--- src/rtl/core/csma_pkg.sv ---
// Shared types, constants and helpers of the count sketch matrix accumulator.
package csma_pkg;

   localparam int ROW_MAX    = 8;
   localparam int COL_MAX    = 8;
   localparam int CELLS      = ROW_MAX * COL_MAX;
   localparam int IDX_W      = $clog2(CELLS);
   localparam int RB_W       = $clog2(ROW_MAX);
   localparam int CB_W       = $clog2(COL_MAX);
   localparam int CELL_W     = 48;
   localparam int QDEPTH     = 4;
   localparam int QPTR_W     = $clog2(QDEPTH);

   localparam logic [63:0] GOLDEN = 64'h9E3779B97F4A7C15;
   localparam logic [63:0] MIX1   = 64'hBF58476D1CE4E5B9;
   localparam logic [63:0] MIX2   = 64'h94D049BB133111EB;

   localparam logic [2:0] REG_ROW_HASH = 3'd0;
   localparam logic [2:0] REG_ROW_SIGN = 3'd1;
   localparam logic [2:0] REG_COL_HASH = 3'd2;
   localparam logic [2:0] REG_COL_SIGN = 3'd3;
   localparam logic [2:0] REG_ROW_BKTS = 3'd4;
   localparam logic [2:0] REG_COL_BKTS = 3'd5;
   localparam logic [2:0] REG_NET_CNT  = 3'd6;

   localparam logic signed [CELL_W:0] CELL_HI = 49'sh0_7FFF_FFFF_FFFF;
   localparam logic signed [CELL_W:0] CELL_LO = -49'sh0_8000_0000_0000;

   typedef struct packed {
      logic [63:0] row_hash_seed;
      logic [63:0] row_sign_seed;
      logic [63:0] col_hash_seed;
      logic [63:0] col_sign_seed;
      logic [3:0]  kr;
      logic [3:0]  kc;
      logic [16:0] net_count;
   } cfg_type;

   typedef struct packed {
      logic              err;
      logic              add;
      logic              fin;
      logic [IDX_W-1:0]  idx;
      logic signed [32:0] val;
   } entry_type;

   function automatic logic [3:0] used_count(input logic [3:0] v, input logic [3:0] lim);
      logic [3:0] r;
      if (v == 4'd0) r = 4'd1;
      else if (v > lim) r = lim;
      else r = v;
      return r;
   endfunction

endpackage

--- src/rtl/core/csma_queue.sv ---
// Short FIFO of classified items between front and back.
module csma_queue (
   input  logic                clock,
   input  logic                reset,
   input  logic                push,
   input  csma_pkg::entry_type push_entry,
   output logic                full,
   input  logic                pop,
   output logic                head_valid,
   output csma_pkg::entry_type head
);
   csma_pkg::entry_type             slot_ff [csma_pkg::QDEPTH];
   logic [csma_pkg::QPTR_W-1:0]     wr_ff, rd_ff;
   logic [csma_pkg::QPTR_W:0]       cnt_ff;

   assign full       = (cnt_ff == (csma_pkg::QPTR_W+1)'(csma_pkg::QDEPTH));
   assign head_valid = (cnt_ff != '0);
   assign head       = slot_ff[rd_ff];

   always_ff @(posedge clock) begin
      if (reset) begin
         wr_ff  <= '0;
         rd_ff  <= '0;
         cnt_ff <= '0;
      end else begin
         if (push) wr_ff <= wr_ff + 1'b1;
         if (pop) rd_ff <= rd_ff + 1'b1;
         if (push && !pop) cnt_ff <= cnt_ff + 1'b1;
         else if (pop && !push) cnt_ff <= cnt_ff - 1'b1;
      end
      if (push) slot_ff[wr_ff] <= push_entry;
   end
endmodule

--- config.mk ---
export PLATFORM = sky130hd
export DESIGN_NAME = csma_queue
export DESIGN_NICKNAME = d
export VERILOG_FILES = /design/src/rtl/core/csma_pkg.sv /design/src/rtl/core/csma_queue.sv
export SDC_FILE = /design/constraint.sdc
export NUM_CORES = 1
export LEC_CHECK = 0
export BUFFER_PORTS_ARGS = -buffer_cell sky130_fd_sc_hd__buf_2
export CAP_MARGIN = 10
export CORE_ASPECT_RATIO = 1.25
export CORE_MARGIN = 3
export CORE_UTILIZATION = 61
export CTS_CLUSTER_DIAMETER = 120
export DETAILED_ROUTE_END_ITERATION = 12
export GPL_TIMING_DRIVEN = 0
export PLACE_DENSITY = 0.93
export SYNTH_ARGS = -nofsm -noshare
export SYNTH_HDL_FRONTEND = slang
export SYNTH_SLANG_ARGS = --single-unit
export TNS_END_PERCENT = 50
--- constraint.sdc ---
create_clock -name clock -period 4.75 [get_ports clock]
set_input_delay 0.95 -clock clock [delete_from_list [all_inputs] [get_ports clock]]
set_output_delay 0.95 -clock clock [all_outputs]
set_load 0.01 [all_outputs]
==> Word-level counts from Yosys, hierarchy flattened <==
Memories as Yosys holds them, arrays and structs flattened. A register that Yosys moved wholly into a read port is not among the register bits.
Cells that the tools add are included.
{ "op_classes": {"add_sub_neg": 4, "eq_ne": 1, "mux": 6, "reduce_logical": 6} }
{ "ops": {"columns": ["operator", "n"], "rows": [
  ["2-to-1 mux 3 bit", 2],
  ["adder 2 x 1 -> 2 bit (second input constant)", 2],
  ["2-to-1 mux 2 bit", 2],
  ["adder 3 x 1 -> 3 bit (second input constant)", 1],
  ["equality test 3 bit (second input constant)", 1],
  ["nonzero test 3 bit", 1],
  ["subtractor 3 x 1 -> 3 bit (second input constant)", 1],
  ["logical AND 1 bit", 2],
  ["logical NOT 1 bit", 2],
  ["2-to-1 mux 1 bit", 2],
  ["nonzero test 2 bit", 1]
]} }
{ "word_totals": {"register_bits": 7, "ramBits": 168, "inputBits": 46, "output_inout_bits": 44, "mem_count": 1} }
{ "memory_table": {"columns": ["memory", "words", "word_bits", "rd", "rd_clocked_by_memory_dff", "wr", "line", "rtl"], "rows": [
  ["slot_ff", 4, 42, 1, 1, 1, "csma_queue.sv:12", "csma_pkg::entry_type slot_ff [csma_pkg::QDEPTH];"]
]} }

==> Depth between registers and ports, before layout <==
{ "logic_depth": {"ltp_word": 4, "ltp_mapped": 7, "ltp_nobuf": 7} }

==> Worst setup path before layout <==
Ideal clock, no wire load.
{ "synth_path": {"path_kind": "input-to-reg", "from": "input push", "to": "memory slot_ff[0][0] in the netlist's numbering, enable pin", "setup_ns": 0.403, "t_arrival_ns": 1.966, "required_ns": 4.347, "setup_slack_ns": 2.380, "path_stages": 1, "path_cell_list": "and2_1"} }
{ "synth_via": {"elab_chain_cells": 2} }
{ "synth_rtl": {"columns": ["element", "line", "rtl"], "rows": [
  ["start, declared", "csma_queue.sv:5", "input logic push,"],
  ["2-to-1 mux 1 bit", "csma_queue.sv:31", "if (push) slot_ff[wr_ff] <= push_entry;"],
  ["2-to-1 mux 1 bit (not written as such)", "csma_queue.sv:31", null],
  ["end, declared", "csma_queue.sv:12", null]
]} }
Every way passes these cells.

==> summary.md <==
| Metric | Value |
|---|---|
| Proportion of synthesized chip area in sequential cells | `79.8%` |
| Final setup vio count | `0` |
| Gate power share | `9.9%` |
| Inserted Clock Buffers | `17` |
| I/O pin count | `90` |
| Starting DRT DRC Count | `172` |
| Die X | `98.6 um` |
| Required time of the critical path | `3800 ps` |
| Status | `completed` |
| Die height | `122 um` |
| Root Buffer | `clkbuf_16` |
| Worst Max-Slew Pin Slew | `576 ps` |
| Core Footprint | `0.0103 mm^2` |
| First-pass GRT wire length | `17300 um` |
| Finished layout cell area | `0.00782 mm^2` |
| P per Cell Area | `455 mW/mm^2` |
| Largest family of logic cells by synthesized area | `multiplexers` |
| Total gr overflow | `0` |
| Synth Area in Simple Gates | `1.15%` |
| Switch Pwr | `0.716 mW` |
| Antenna violations before repair | `0` |
| Crit path launch type | `register` |
| Setup TNS | `0 ps` |
| Power share of the sequential group | `51.0%` |
| Total GRT Usage | `19.9%` |
| Deepest clock path buffer count | `2` |
| HPWL after DPL | `6960 um` |
| Die area | `0.0120 mm^2` |
| Crit. End Element | `output port` |
| Pre-Repair DR Iteration Count | `4` |
| Worst min path class | `register to register` |
| Initial core utilization | `63.8%` |
| Area post-placement | `0.00723 mm^2` |
| Synth warn | `0` |
| Kind of critical path | `register to output port` |
| Nets | `427` |
| Vias | `2988` |
| Drc violations | `0` |
| Mux cell area share after synthesis | `14.9%` |
| Layout cell share with drive strength beyond 1 | `43.3%` |
| Net Sw Frac | `20.1%` |
| Yosys reg bits | `177` |
| Fin crit period | `2770 ps` |
| Leakage power | `2.71 nW` |
| WL final | `11000 um` |
| Antenna-violating nets left | `0` |
| Final Hold Vio Count | `0` |
| Hold bufs inserted after CTS | `0` |
| Worst path arrival time | `1820 ps` |
| CTS clk-pin slew, worst paths | `60 ps` |
| Syn_area_per_cell | `24.8 um^2` |
| Clock insertion delay at the later pin of the skew report | `410 ps` |
| Vias in the first global route | `3182` |
| Clock skew | `7.80 ps` |
| Area of the mapped netlist | `0.00654 mm^2` |
| Power Internal | `2.84 mW` |
| Fmax | `0.360 GHz` |
| Post-Synthesis Cells | `264` |
| Synth unique cells | `21` |
| Peak supply drop | `0.393 mV` |
| Post-CTS setup buffer count | `0` |
| Relative slew slack | `61.6%` |
| Vias per cell | `5.78` |
| Sink Count | `177` |
| Cell row count | `41` |
| Syn_nets | `316` |
| Slew Viols, Final | `0` |
| Post_cts resized | `0` |
| Ant. Diodes | `0` |
| Synth Area in Compound Gates | `0.153%` |
| Clock power frac | `39.1%` |
| RD Place Congestion | `0.693` |
| Crit share post-route | `58.4%` |
| CP max FO | `10` |
| CTS tree | `yes` |
| I/O Buffers | `88` |
| Post-Synth Adder-Cell Area | `1.26%` |
| WL per Instance | `21.3 um` |
| RSZ-0062 raised after global routing | `no` |
| H-tree Lvls | `4` |
| Largest net degree at the start of global routing | `30` |
| Xor-xnor portion of the synthesized cell area | `0.669%` |
| Max-capacitance violation count | `0` |
| P&R area growth vs syn | `19.5%` |
==> power groups by stage <==
stage | registers (mW) | clock network (mW) | logic [mW]
floorplan | 1.84 | 0 | 0.218
global placement | 1.84 | 0 | 0.336
detailed placement | 1.85 | 0 | 0.358
CTS | 1.81 | 1.42 | 0.363
global route | 1.82 | 1.49 | 0.383
finish | 1.81 | 1.39 | 0.353
==> sequential cells by signal, indices dropped and copies added, names as in the netlist, named ones only <==
signal,cells
wr_ff,2
slot_ff,168
cnt_ff,3
rd_ff,2
==> layout by cell type (no fill, tap or decap), types with 2 or more instances in the layout <==
cell,count
nor2_1,7
or3_1,2
edfxtp_1,168
mux2i_1,2
and2_2,4
mux4_1,2
xor2_1,3
mux4_2,40
bufinv_16,4
xnor2_1,2
buf_12,8
ha_1,5
clkbuf_1,10
dfxtp_1,9
clkbuf_16,17
inv_1,4
buf_2,92
==> metrics by stage <==
step	cells	util [%]	power (mW)	worst slack [ps]	hold WS, ps
after detailed placement	485	70.5	2.20	2280	507
after floorplan	264	-	2.06	2380	461
final	517	76.2	3.56	1980	513
after global placement	481	69.6	2.18	1510	473
after CTS	517	76.2	3.59	1950	513
after global routing	517	76.2	3.69	1880	550
==> routing by layer <==
layer	global-route usage, %	routed length, um
met5	0	0
met4	8.63	247
met3	5.04	533
met2	34.0	6000
met1	24.2	4230
==> synthesized netlist by cell type (all sizes together) <==
cell / n / area share (%)
a21oi: 1 / 0.076
and2: 4 / 0.38
buf: 9 / 1.7
clkbuf: 2 / 0.11
dfxtp: 9 / 2.8
edfxtp: 168 / 77
fa: 1 / 0.31
ha: 5 / 0.96
inv: 4 / 0.23
mux2i: 2 / 0.31
mux4: 42 / 15
nand2: 1 / 0.057
nor2: 7 / 0.40
nor3b: 1 / 0.11
o21ai: 1 / 0.076
or3: 2 / 0.19
xnor2: 2 / 0.27
xor2: 3 / 0.40
==> logic make-up (layout without fill, tap and decap cells) <==
logic type      Yosys count  after routing
compound gates            2              2
xor+xnor                  5              5
fa+ha+maj                 6              6
buf+inv                  15            139
flops                   177            177
mux                      44             44
simple gates             15             15
==> critical path, stage by stage, from the launching register on <==
cell and delay (ps):
dfxtp_1 300, clkbuf_1 240, buf_2 330, mux4_2 380, buf_2 160
==> area by class of cell <==
type | count | area [um^2]
inverters | 4 | 15.0
plain buffers | 11 | 119
fillers | 565 | 2440
clock buffers | 25 | 455
well taps | 129 | 161
clock inverters | 7 | 136
multi-input cells | 72 | 1190
repair buffers | 92 | 520
flip-flops and latches | 177 | 5230
==> worst paths after layout <==
kind         depth (start not counted)      start        endpoint  slack, ps
max                                  4   register        head[15]       1980
min                                  2  cnt_ff[2]       cnt_ff[2]        510
max reg2reg                          4   wr_ff[1]  slot_ff[1][33]       3020
min reg2reg                          2  cnt_ff[2]       cnt_ff[2]        510
Power figures use the tool's default switching activity.
