==> src/rtl/core/csma_pkg.sv <==
// Shared types, constants and helpers of the count sketch matrix accumulator.
package csma_pkg;

   localparam int ROW_MAX    = 8;
   localparam int COL_MAX    = 8;
   localparam int CELLS      = ROW_MAX * COL_MAX;
   localparam int IDX_W      = $clog2(CELLS);
   localparam int RB_W       = $clog2(ROW_MAX);
   localparam int CB_W       = $clog2(COL_MAX);
   localparam int CELL_W     = 48;
   localparam int QDEPTH     = 4;
   localparam int QPTR_W     = $clog2(QDEPTH);

   localparam logic [63:0] GOLDEN = 64'h9E3779B97F4A7C15;
   localparam logic [63:0] MIX1   = 64'hBF58476D1CE4E5B9;
   localparam logic [63:0] MIX2   = 64'h94D049BB133111EB;

   localparam logic [2:0] REG_ROW_HASH = 3'd0;
   localparam logic [2:0] REG_ROW_SIGN = 3'd1;
   localparam logic [2:0] REG_COL_HASH = 3'd2;
   localparam logic [2:0] REG_COL_SIGN = 3'd3;
   localparam logic [2:0] REG_ROW_BKTS = 3'd4;
   localparam logic [2:0] REG_COL_BKTS = 3'd5;
   localparam logic [2:0] REG_NET_CNT  = 3'd6;

   localparam logic signed [CELL_W:0] CELL_HI = 49'sh0_7FFF_FFFF_FFFF;
   localparam logic signed [CELL_W:0] CELL_LO = -49'sh0_8000_0000_0000;

   typedef struct packed {
      logic [63:0] row_hash_seed;
      logic [63:0] row_sign_seed;
      logic [63:0] col_hash_seed;
      logic [63:0] col_sign_seed;
      logic [3:0]  kr;
      logic [3:0]  kc;
      logic [16:0] net_count;
   } cfg_type;

   typedef struct packed {
      logic              err;
      logic              add;
      logic              fin;
      logic [IDX_W-1:0]  idx;
      logic signed [32:0] val;
   } entry_type;

   function automatic logic [3:0] used_count(input logic [3:0] v, input logic [3:0] lim);
      logic [3:0] r;
      if (v == 4'd0) r = 4'd1;
      else if (v > lim) r = lim;
      else r = v;
      return r;
   endfunction

endpackage

==> src/rtl/core/csma_ram.sv <==
// Generic single-write, single-read RAM with registered read data.
module csma_ram #(
   parameter int WIDTH = 8,
   parameter int DEPTH = 16
) (
   input  logic                     clock,
   input  logic                     we,
   input  logic [$clog2(DEPTH)-1:0] waddr,
   input  logic [WIDTH-1:0]         wdata,
   input  logic [$clog2(DEPTH)-1:0] raddr,
   output logic [WIDTH-1:0]         rdata
);
   logic [WIDTH-1:0] mem [DEPTH];

   always_ff @(posedge clock) begin
      if (we) mem[waddr] <= wdata;
      rdata <= mem[raddr];
   end
endmodule

==> src/rtl/core/csma_back.sv <==
// Back end: saturating cell updates and the cell dump on a final item.
module csma_back (
   input  logic                      clock,
   input  logic                      reset,
   input  csma_pkg::cfg_type         cfg,
   input  logic                      q_valid,
   input  csma_pkg::entry_type       q_head,
   output logic                      q_pop,
   output logic                      out_valid,
   input  logic                      out_ready,
   output logic [csma_pkg::RB_W-1:0] out_row,
   output logic [csma_pkg::CB_W-1:0] out_col,
   output logic [csma_pkg::CELL_W-1:0] out_cell,
   output logic                      out_last,
   output logic                      out_err
);
   typedef enum logic [1:0] {B_IDLE, B_ADD, B_DRD, B_DOUT} bstate_type;

   bstate_type                        state_ff;
   logic [csma_pkg::CELLS-1:0]        cv_ff;
   logic                              err_ff, fin_ff;
   logic [csma_pkg::IDX_W-1:0]        idx_ff, raddr;
   logic signed [32:0]                val_ff;
   logic [csma_pkg::RB_W-1:0]         r_ff;
   logic [csma_pkg::CB_W-1:0]         c_ff;
   logic [csma_pkg::CELL_W-1:0]       rdata, cell_now;
   logic signed [csma_pkg::CELL_W:0]  sum;
   logic [csma_pkg::CELL_W-1:0]       sat;
   logic                              ovalid_ff, out_free, we, last_now;

   assign raddr = (state_ff == B_IDLE) ? q_head.idx :
                  (state_ff == B_ADD)  ? idx_ff : {r_ff, c_ff};
   assign we    = (state_ff == B_ADD);

   csma_ram #(.WIDTH(csma_pkg::CELL_W), .DEPTH(csma_pkg::CELLS)) u_cells (
      .clock (clock),
      .we    (we),
      .waddr (idx_ff),
      .wdata (sat),
      .raddr (raddr),
      .rdata (rdata)
   );

   always_comb begin
      cell_now = cv_ff[raddr] ? rdata : '0;
      sum = $signed({cell_now[csma_pkg::CELL_W-1], cell_now})
          + (csma_pkg::CELL_W+1)'(val_ff);
      if (sum > csma_pkg::CELL_HI) sat = csma_pkg::CELL_HI[csma_pkg::CELL_W-1:0];
      else if (sum < csma_pkg::CELL_LO) sat = csma_pkg::CELL_LO[csma_pkg::CELL_W-1:0];
      else sat = sum[csma_pkg::CELL_W-1:0];
   end

   assign q_pop    = (state_ff == B_IDLE) && q_valid;
   assign out_free = !ovalid_ff || out_ready;
   assign last_now = ({1'b0, r_ff} + 4'd1 == cfg.kr) && ({1'b0, c_ff} + 4'd1 == cfg.kc);
   assign out_valid = ovalid_ff;

   always_ff @(posedge clock) begin
      if (reset) begin
         state_ff  <= B_IDLE;
         cv_ff     <= '0;
         err_ff    <= 1'b0;
         ovalid_ff <= 1'b0;
         r_ff      <= '0;
         c_ff      <= '0;
      end else begin
         if (state_ff == B_DOUT && out_free) ovalid_ff <= 1'b1;
         else if (ovalid_ff && out_ready) ovalid_ff <= 1'b0;
         unique case (state_ff)
            B_IDLE: begin
               if (q_valid) begin
                  if (q_head.err) err_ff <= 1'b1;
                  r_ff <= '0;
                  c_ff <= '0;
                  if (q_head.add) state_ff <= B_ADD;
                  else if (q_head.fin) state_ff <= B_DRD;
               end
            end
            B_ADD: begin
               cv_ff[idx_ff] <= 1'b1;
               state_ff <= fin_ff ? B_DRD : B_IDLE;
            end
            B_DRD: state_ff <= B_DOUT;
            B_DOUT: begin
               if (out_free) begin
                  if (last_now) begin
                     cv_ff    <= '0;
                     err_ff   <= 1'b0;
                     state_ff <= B_IDLE;
                  end else begin
                     if ({1'b0, c_ff} + 4'd1 == cfg.kc) begin
                        c_ff <= '0;
                        r_ff <= r_ff + 1'b1;
                     end else begin
                        c_ff <= c_ff + 1'b1;
                     end
                     state_ff <= B_DRD;
                  end
               end
            end
            default: state_ff <= B_IDLE;
         endcase
      end
      if (q_pop) begin
         idx_ff <= q_head.idx;
         val_ff <= q_head.val;
         fin_ff <= q_head.fin;
      end
      if (state_ff == B_DOUT && out_free) begin
         out_row  <= r_ff;
         out_col  <= c_ff;
         out_cell <= cell_now;
         out_last <= last_now;
         out_err  <= err_ff;
      end
   end
endmodule

==> config.mk <==
export PLATFORM = sky130hd
export DESIGN_NAME = csma_back
export DESIGN_NICKNAME = d
export VERILOG_FILES = /design/src/rtl/core/csma_pkg.sv /design/src/rtl/core/csma_ram.sv /design/src/rtl/core/csma_back.sv
export SDC_FILE = /design/constraint.sdc
export NUM_CORES = 2
export LEC_CHECK = 0
export BUFFER_PORTS_ARGS = -buffer_cell sky130_fd_sc_hd__buf_2
export CAP_MARGIN = 20
export CELL_PAD_IN_SITES_DETAIL_PLACEMENT = 0
export CELL_PAD_IN_SITES_GLOBAL_PLACEMENT = 2
export CORE_MARGIN = 2
export CORE_UTILIZATION = 53
export CTS_BUF_LIST = sky130_fd_sc_hd__clkbuf_16
export DETAILED_ROUTE_END_ITERATION = 10
export PLACE_DENSITY_LB_ADDON = 0.1
export SYNTH_ARGS = -nofsm -noshare
export SYNTH_HDL_FRONTEND = slang
export SYNTH_HIERARCHICAL = 1
export SYNTH_SLANG_ARGS = --single-unit
==> constraint.sdc <==
create_clock -name clock -period 22.5 [get_ports clock]
set_clock_uncertainty 0.2 [all_clocks]
set_input_delay 2.25 -clock clock [delete_from_list [all_inputs] [get_ports clock]]
set_output_delay 2.25 -clock clock [all_outputs]
set_load 0.05 [all_outputs]
Word level (Yosys, flattened, before mapping)
Memory sizes are Yosys's and may differ from the RTL's. A register that Yosys moved wholly into a read port is not among the register bits.
Cells that the tools add are included.
{ "word_totals": {"in_bits": 327, "wordCells": 91, "ramBits": 3072, "output_inout_bits": 58, "memories": 1, "register_bits": 170} }
{ "memory_table": {"columns": ["name", "words", "word_bits", "read_ports", "rd_clocked_by_memory_dff", "write_ports", "line_no", "source"], "rows": [
  ["u_cells.mem", 64, 48, 1, 1, 1, "csma_ram.sv:13", "logic [WIDTH-1:0] mem [DEPTH];"]
]} }
{ "classes": {"muxes": 37, "n_bitwise": 1, "eq_ne": 12, "n_lt_le_gt_ge": 5, "n_reduce_logical": 16, "add_sub_neg": 5} }
{ "ops": {"columns": ["op", "n"], "rows": [
  ["two-way mux 48 bit", 3],
  ["two-way mux 64 bit", 2],
  ["case mux 64 bit (2 select lines)", 1],
  ["bitwise OR 64 bit", 1],
  ["adder 48 x 33 -> 49 bit", 1],
  ["greater-than comparator 49 x 48 -> 1 bit, second input constant", 1],
  ["< comparator 49 x 48 -> 1 bit, second input constant", 1],
  ["two-way mux 3 bit", 7],
  ["< comparator 6 x 7 -> 1 bit, second input constant", 2],
  ["two-way mux 2 bit", 6],
  ["two-way mux 6 bit", 2],
  ["inequality test 2 bit, second input constant", 6],
  ["case mux 3 bit (2 select lines)", 2],
  ["two-way mux 1 bit", 10],
  ["AND reduction 5 bit", 2],
  ["adder 3 x 1 -> 4 bit, second input constant", 2],
  ["== test 4 bit", 2],
  ["case mux 2 bit (4 select lines)", 1],
  ["adder 3 x 1 -> 3 bit, second input constant", 2],
  ["binary-select mux 1 bit (select 6 bit)", 1],
  ["demux 1 bit (select 6 bit)", 1],
  ["greater-or-equal comparator 6 x 1 -> 1 bit, second input constant", 1],
  ["AND reduction 3 bit", 2],
  ["nonzero test 2 bit", 3],
  ["9 further kinds", 14]
]} }

Logic depth before layout (Yosys ltp)
{ "depth": {"ltp_word": 10, "ltp_mapped": 26, "mapped_depth_nobuf": 21} }

Cells and area by module
Netlist, hierarchy kept.
{ "by_module_without_submodules": {"columns": ["mod", "instances", "cells_per_inst", "seq_area_each_um2", "area_each_um2"], "rows": [
  ["csma_ram", 1, 4970, 93209.4, 117117.3],
  ["csma_back", 1, 1003, 4364.2, 9864.5]
]} }

Worst setup path before layout
Ideal clock, no wire load.
{ "synth_path": {"path_kind": "input port to flip-flop", "from": "input q_head[33] (netlist name)", "to": "memory u_cells/mem[0][43] (netlist name) (data pin)", "arrival_ps": 9975, "slack_ps": 11419, "cell_stages": 21, "path_cell_list": "mux2i_2 -> o21ai_4 -> mux4_2 -> and2_1 -> a211oi_1 -> a211oi_1 -> a31oi_1 -> mux2i_2 -> buf_6 -> buf_12 -> and2_4 -> ha_1 -> o211a_1 -> a21oi_2 -> a221o_1 -> a31oi_2 -> a31oi_1 -> o31ai_2 -> xnor2_2 -> nor2_4 -> o41ai_1"} }
{ "synth_via": {"elab_chain_cells": 8} }
{ "synth_lines": {"columns": ["element", "line_no", "source"], "rows": [
  ["start: declaration", "csma_back.sv:7", "input csma_pkg::entry_type q_head,"],
  ["two-way mux 6 bit (*)", "csma_back.sv:31", "assign raddr = (state_ff == B_IDLE) ? q_head.idx :"],
  ["binary-select mux 1 bit (select 6 bit) (*)", "csma_back.sv:45", "cell_now = cv_ff[raddr] ? rdata : '0;"],
  ["two-way mux 1 bit (not written as such) (*)", "csma_back.sv:45", null],
  ["two-way mux 48 bit (*)", "csma_back.sv:45", null],
  ["named net cell_now (one bit)", "csma_back.sv:26", "logic [csma_pkg::CELL_W-1:0] rdata, cell_now;"],
  ["adder 48 x 33 -> 49 bit (*)", "csma_back.sv:47", "+ (csma_pkg::CELL_W+1)'(val_ff);"],
  ["< comparator 49 x 48 -> 1 bit", "csma_back.sv:49", "else if (sum < csma_pkg::CELL_LO) sat = csma_pkg::CELL_LO[csma_pkg::CELL_W-1:0];"],
  ["two-way mux 48 bit", "csma_back.sv:49", null],
  ["two-way mux 48 bit (*)", "csma_back.sv:48", "if (sum > csma_pkg::CELL_HI) sat = csma_pkg::CELL_HI[csma_pkg::CELL_W-1:0];"],
  ["named net sat (one bit)", "csma_back.sv:28", "logic [csma_pkg::CELL_W-1:0] sat;"],
  ["end: declaration", "csma_ram.sv:13", null]
]} }
Mark *: on every way through the listed nets, which the timed path passes. The rest lies on a longest branch. The select of a mux whose other input is x is not followed.

Worst setup path in the final report
{ "layout_path": {"from": "input q_head[33] (netlist name)", "to": "memory u_cells/mem[57][43] (netlist name) (data pin)"} }
The elaborated chain is that of the path after synthesis.

==> results.cfg <==
[synthesis]
avgSynthCellArea_sq_um = 21.26
synth_seq_cells = 3290
synth.cell_area_sq_mm = 0.1270
synth_cell_types = 89
synth-main-ff-cell = edfxtp_1
synth_fp_nets = 6351
synth_edf_count = 3168
synthArstFlopShare_pct = 0
synth_cells = 5973
seq_area_frac_synth_pct = 76.84
ys_warn_count = 6

[route]
totalWireLength_um = 343000
drc = 0
wl_per_cell_um = 35.17
drt_iter0_drc = 6997
firstDrtPassIters = 5
via_per_inst = 6.529
vias = 63677
ant_nets = 0

[global_routing]
globalRouteOverflowTotal = 0
antenna_found_initial = 10
grt_start_max_net_pins = 104
first_global_vias = 63622
grt_pass1_wl_um = 481000
grtUsageTotal_pct = 28.23

[floorplan]
ios = 385
die_h_um = 493.5
die_width_um = 493.5
start_util_pct = 53.34
core_sq_mm = 0.2381
die-area_sq_mm = 0.2435
rows = 179

[timing]
fin_tns_setup_ps = 0
finalCritPeriodShare_pct = 47.85
timing.final.setup_violations = 0
worst_pin_slew_ps = 1197
slew_viol_final = 0
finalHoldViolations = 0
max_slew_margin_pct = 20.19
rsz0062_at_grt = no
max_freq_mhz = 92.89
layout_min_cycle_time_ps = 10770
whs_ps = 246.7

[worst_hold_path]
hold_class = reg -> reg
min_to = out_err
hold_path_startpoint = err_ff
min_path_cells = 0

[worst_setup_path]
worst_r2r_path_depth = 24
crit_path_start_kind = input port
path_max_fanout = 64
worstReg2RegEnd = u_cells/mem[57][43]
crit_slowest_cell = o41ai_2
required_ps = 22910
r2r_start = state_ff[0]
cpMostUsedCell = buf_4
crit_type = in -> reg
endpoint_kind = flop
regToRegSetupSlack_ps = 12350
cp.arrival_ps = 11170
startpoint = q_head[33]
slowest_delay_ps = 940

[placement]
place_hpwl_um = 189600
dp_cells = 9122
place.gp.congestion = 0.8280
io_buffers = 111
placed_area_sq_mm = 0.1324

[layout]
post-route-util_pct = 60.13
postLayoutCellArea_sq_mm = 0.1432
layout_commonest_cell = edfxtp_1
synthToLayoutAreaGrowth_pct = 12.74
stdcell_count = 9753
nets = 6689
drive_gt1_share_pct = 26.28
final_cell_mix = edfxtp_1 (3168), mux4_2 (759), clkbuf_16 (352)

[clocking]
cts.path.max_buffers = 4
ctsRootBufferMaster = clkbuf_16
hold_buffers = 0
cts_buffers = 349
clk_pin_slew_worst_paths_ps = 60
htreeDepth = 5
post_cts_buffers = 0
cts_tree = built
cts.sinks = 3290
cts_resized = 0
worstSkewPairLatency_ps = 960

[pwr]
p_per_area_mw_per_mm2 = 114.4
ir_drop_v = 0.00009496
p_leak_uw = 0.04526

[run]
drv_cap = 0

[outcome]
status = finished, final reports clean
[where the power goes]
part	total [uW]	internal [uW]	switching (uW)
sequential	8110	8070	38.4
combinational	2910	711	2200
clock	5360	3080	2280
total	16400	11900	4510
[per-layer routing]
metal  vias up  part of all wire [%]  GRT usage, %
met5         -                0.0038             0
met4         2                   3.4         9.053
met3       476                   6.9         3.804
met1     34718                    40         40.38
li1      25895                     -             -
met2      2586                    49         45.65
[cell usage after synthesis, types with 11 or more instances]
library cell | n | area share, %
edfxtp_1 | 3168 | 75
mux4_2 | 759 | 13
nor2_1 | 238 | 0.70
a21oi_1 | 235 | 0.93
o22ai_1 | 124 | 0.61
clkbuf_1 | 122 | 0.36
dfxtp_1 | 122 | 1.9
nand2_1 | 113 | 0.33
buf_2 | 110 | 0.43
a221oi_1 | 84 | 0.58
mux2i_1 | 75 | 0.59
a22oi_1 | 73 | 0.43
buf_4 | 64 | 0.38
a22o_1 | 57 | 0.39
and2_1 | 50 | 0.25
ha_1 | 50 | 0.49
o21ai_0 | 45 | 0.18
a211oi_1 | 44 | 0.26
nor2b_1 | 35 | 0.17
inv_1 | 30 | 0.089
o221ai_1 | 28 | 0.19
xor2_1 | 26 | 0.18
nand3_1 | 21 | 0.083
xnor2_1 | 21 | 0.14
a21o_1 | 19 | 0.11
a31oi_1 | 18 | 0.089
buf_1 | 17 | 0.050
nand2b_1 | 16 | 0.079
nand4_1 | 15 | 0.074
mux2_2 | 14 | 0.12
buf_6 | 13 | 0.12
o21bai_1 | 13 | 0.077
a311oi_1 | 11 | 0.076
mux4_1 | 11 | 0.23
[flip-flops by register name, indices dropped and copies added (netlist names), 2 cells and up]
| register | count |
|---|---|
| r_ff | 3 |
| cv_ff | 64 |
| val_ff | 33 |
| out_cell | 48 |
| state_ff | 2 |
| out_col | 3 |
| out_row | 3 |
| u_cells/mem | 3072 |
| c_ff | 3 |
| u_cells/rdata | 48 |
| idx_ff | 6 |
[through the flow]
step / worst slack (ps) / power (uW)
floorplan: 11420 / 9922
detailed placement: 10800 / 11170
finish: 11730 / 16370
CTS: 11740 / 16480
global route: 11130 / 16900
global placement: 10840 / 11050
[cell families (layout without fill, tap and decap cells)]
logic type | Yosys count | in the layout | synth area share [%]
and+or+nand+nor | 563 | 563 | 2.130
muxes | 861 | 861 | 14.43
buffers and inverters | 364 | 970 | 1.478
xor gates and xnor gates | 48 | 48 | 0.3370
DFF | 3290 | 3290 | 76.84
AOI/OAI and AO/OA | 792 | 792 | 4.248
other | 0 | 7 | 0
adders and majority gates | 55 | 55 | 0.5400
[worst max-delay path: cells and delay by family]
family	cells	cell delay, ps
AO/OA/AOI/OAI	9	3280
adder cells (fa/ha/maj)	2	810
buffers and inverters	6	2660
multiplexers	3	740
AND/OR/NAND/NOR	5	1170
[worst max path at each step]
| stage | to | slack [ps] | cells after the start |
|---|---|---|---|
| floorplan | u_cells/mem[0][43] | 11420 | 21 |
| global placement | u_cells/mem[58][43] | 10840 | 25 |
| detailed placement | u_cells/mem[58][43] | 10800 | 25 |
| CTS | u_cells/mem[59][43] | 11740 | 25 |
| global route | u_cells/mem[57][43] | 11130 | 25 |
| finish | u_cells/mem[57][43] | 11730 | 25 |
[cell type report]
cell class,count,area (sq um)
Antenna cell,7,17.52
Clock inverter,267,1790
Fill cell,16995,94910
Sequential cell,3290,97570
Tap cell,3167,3963
Inverter,30,120.1
Timing Repair Buffer,321,2305
Multi-Input combinational cell,2319,28580
Clock buffer,352,8808
Power figures use the tool's default switching activity.
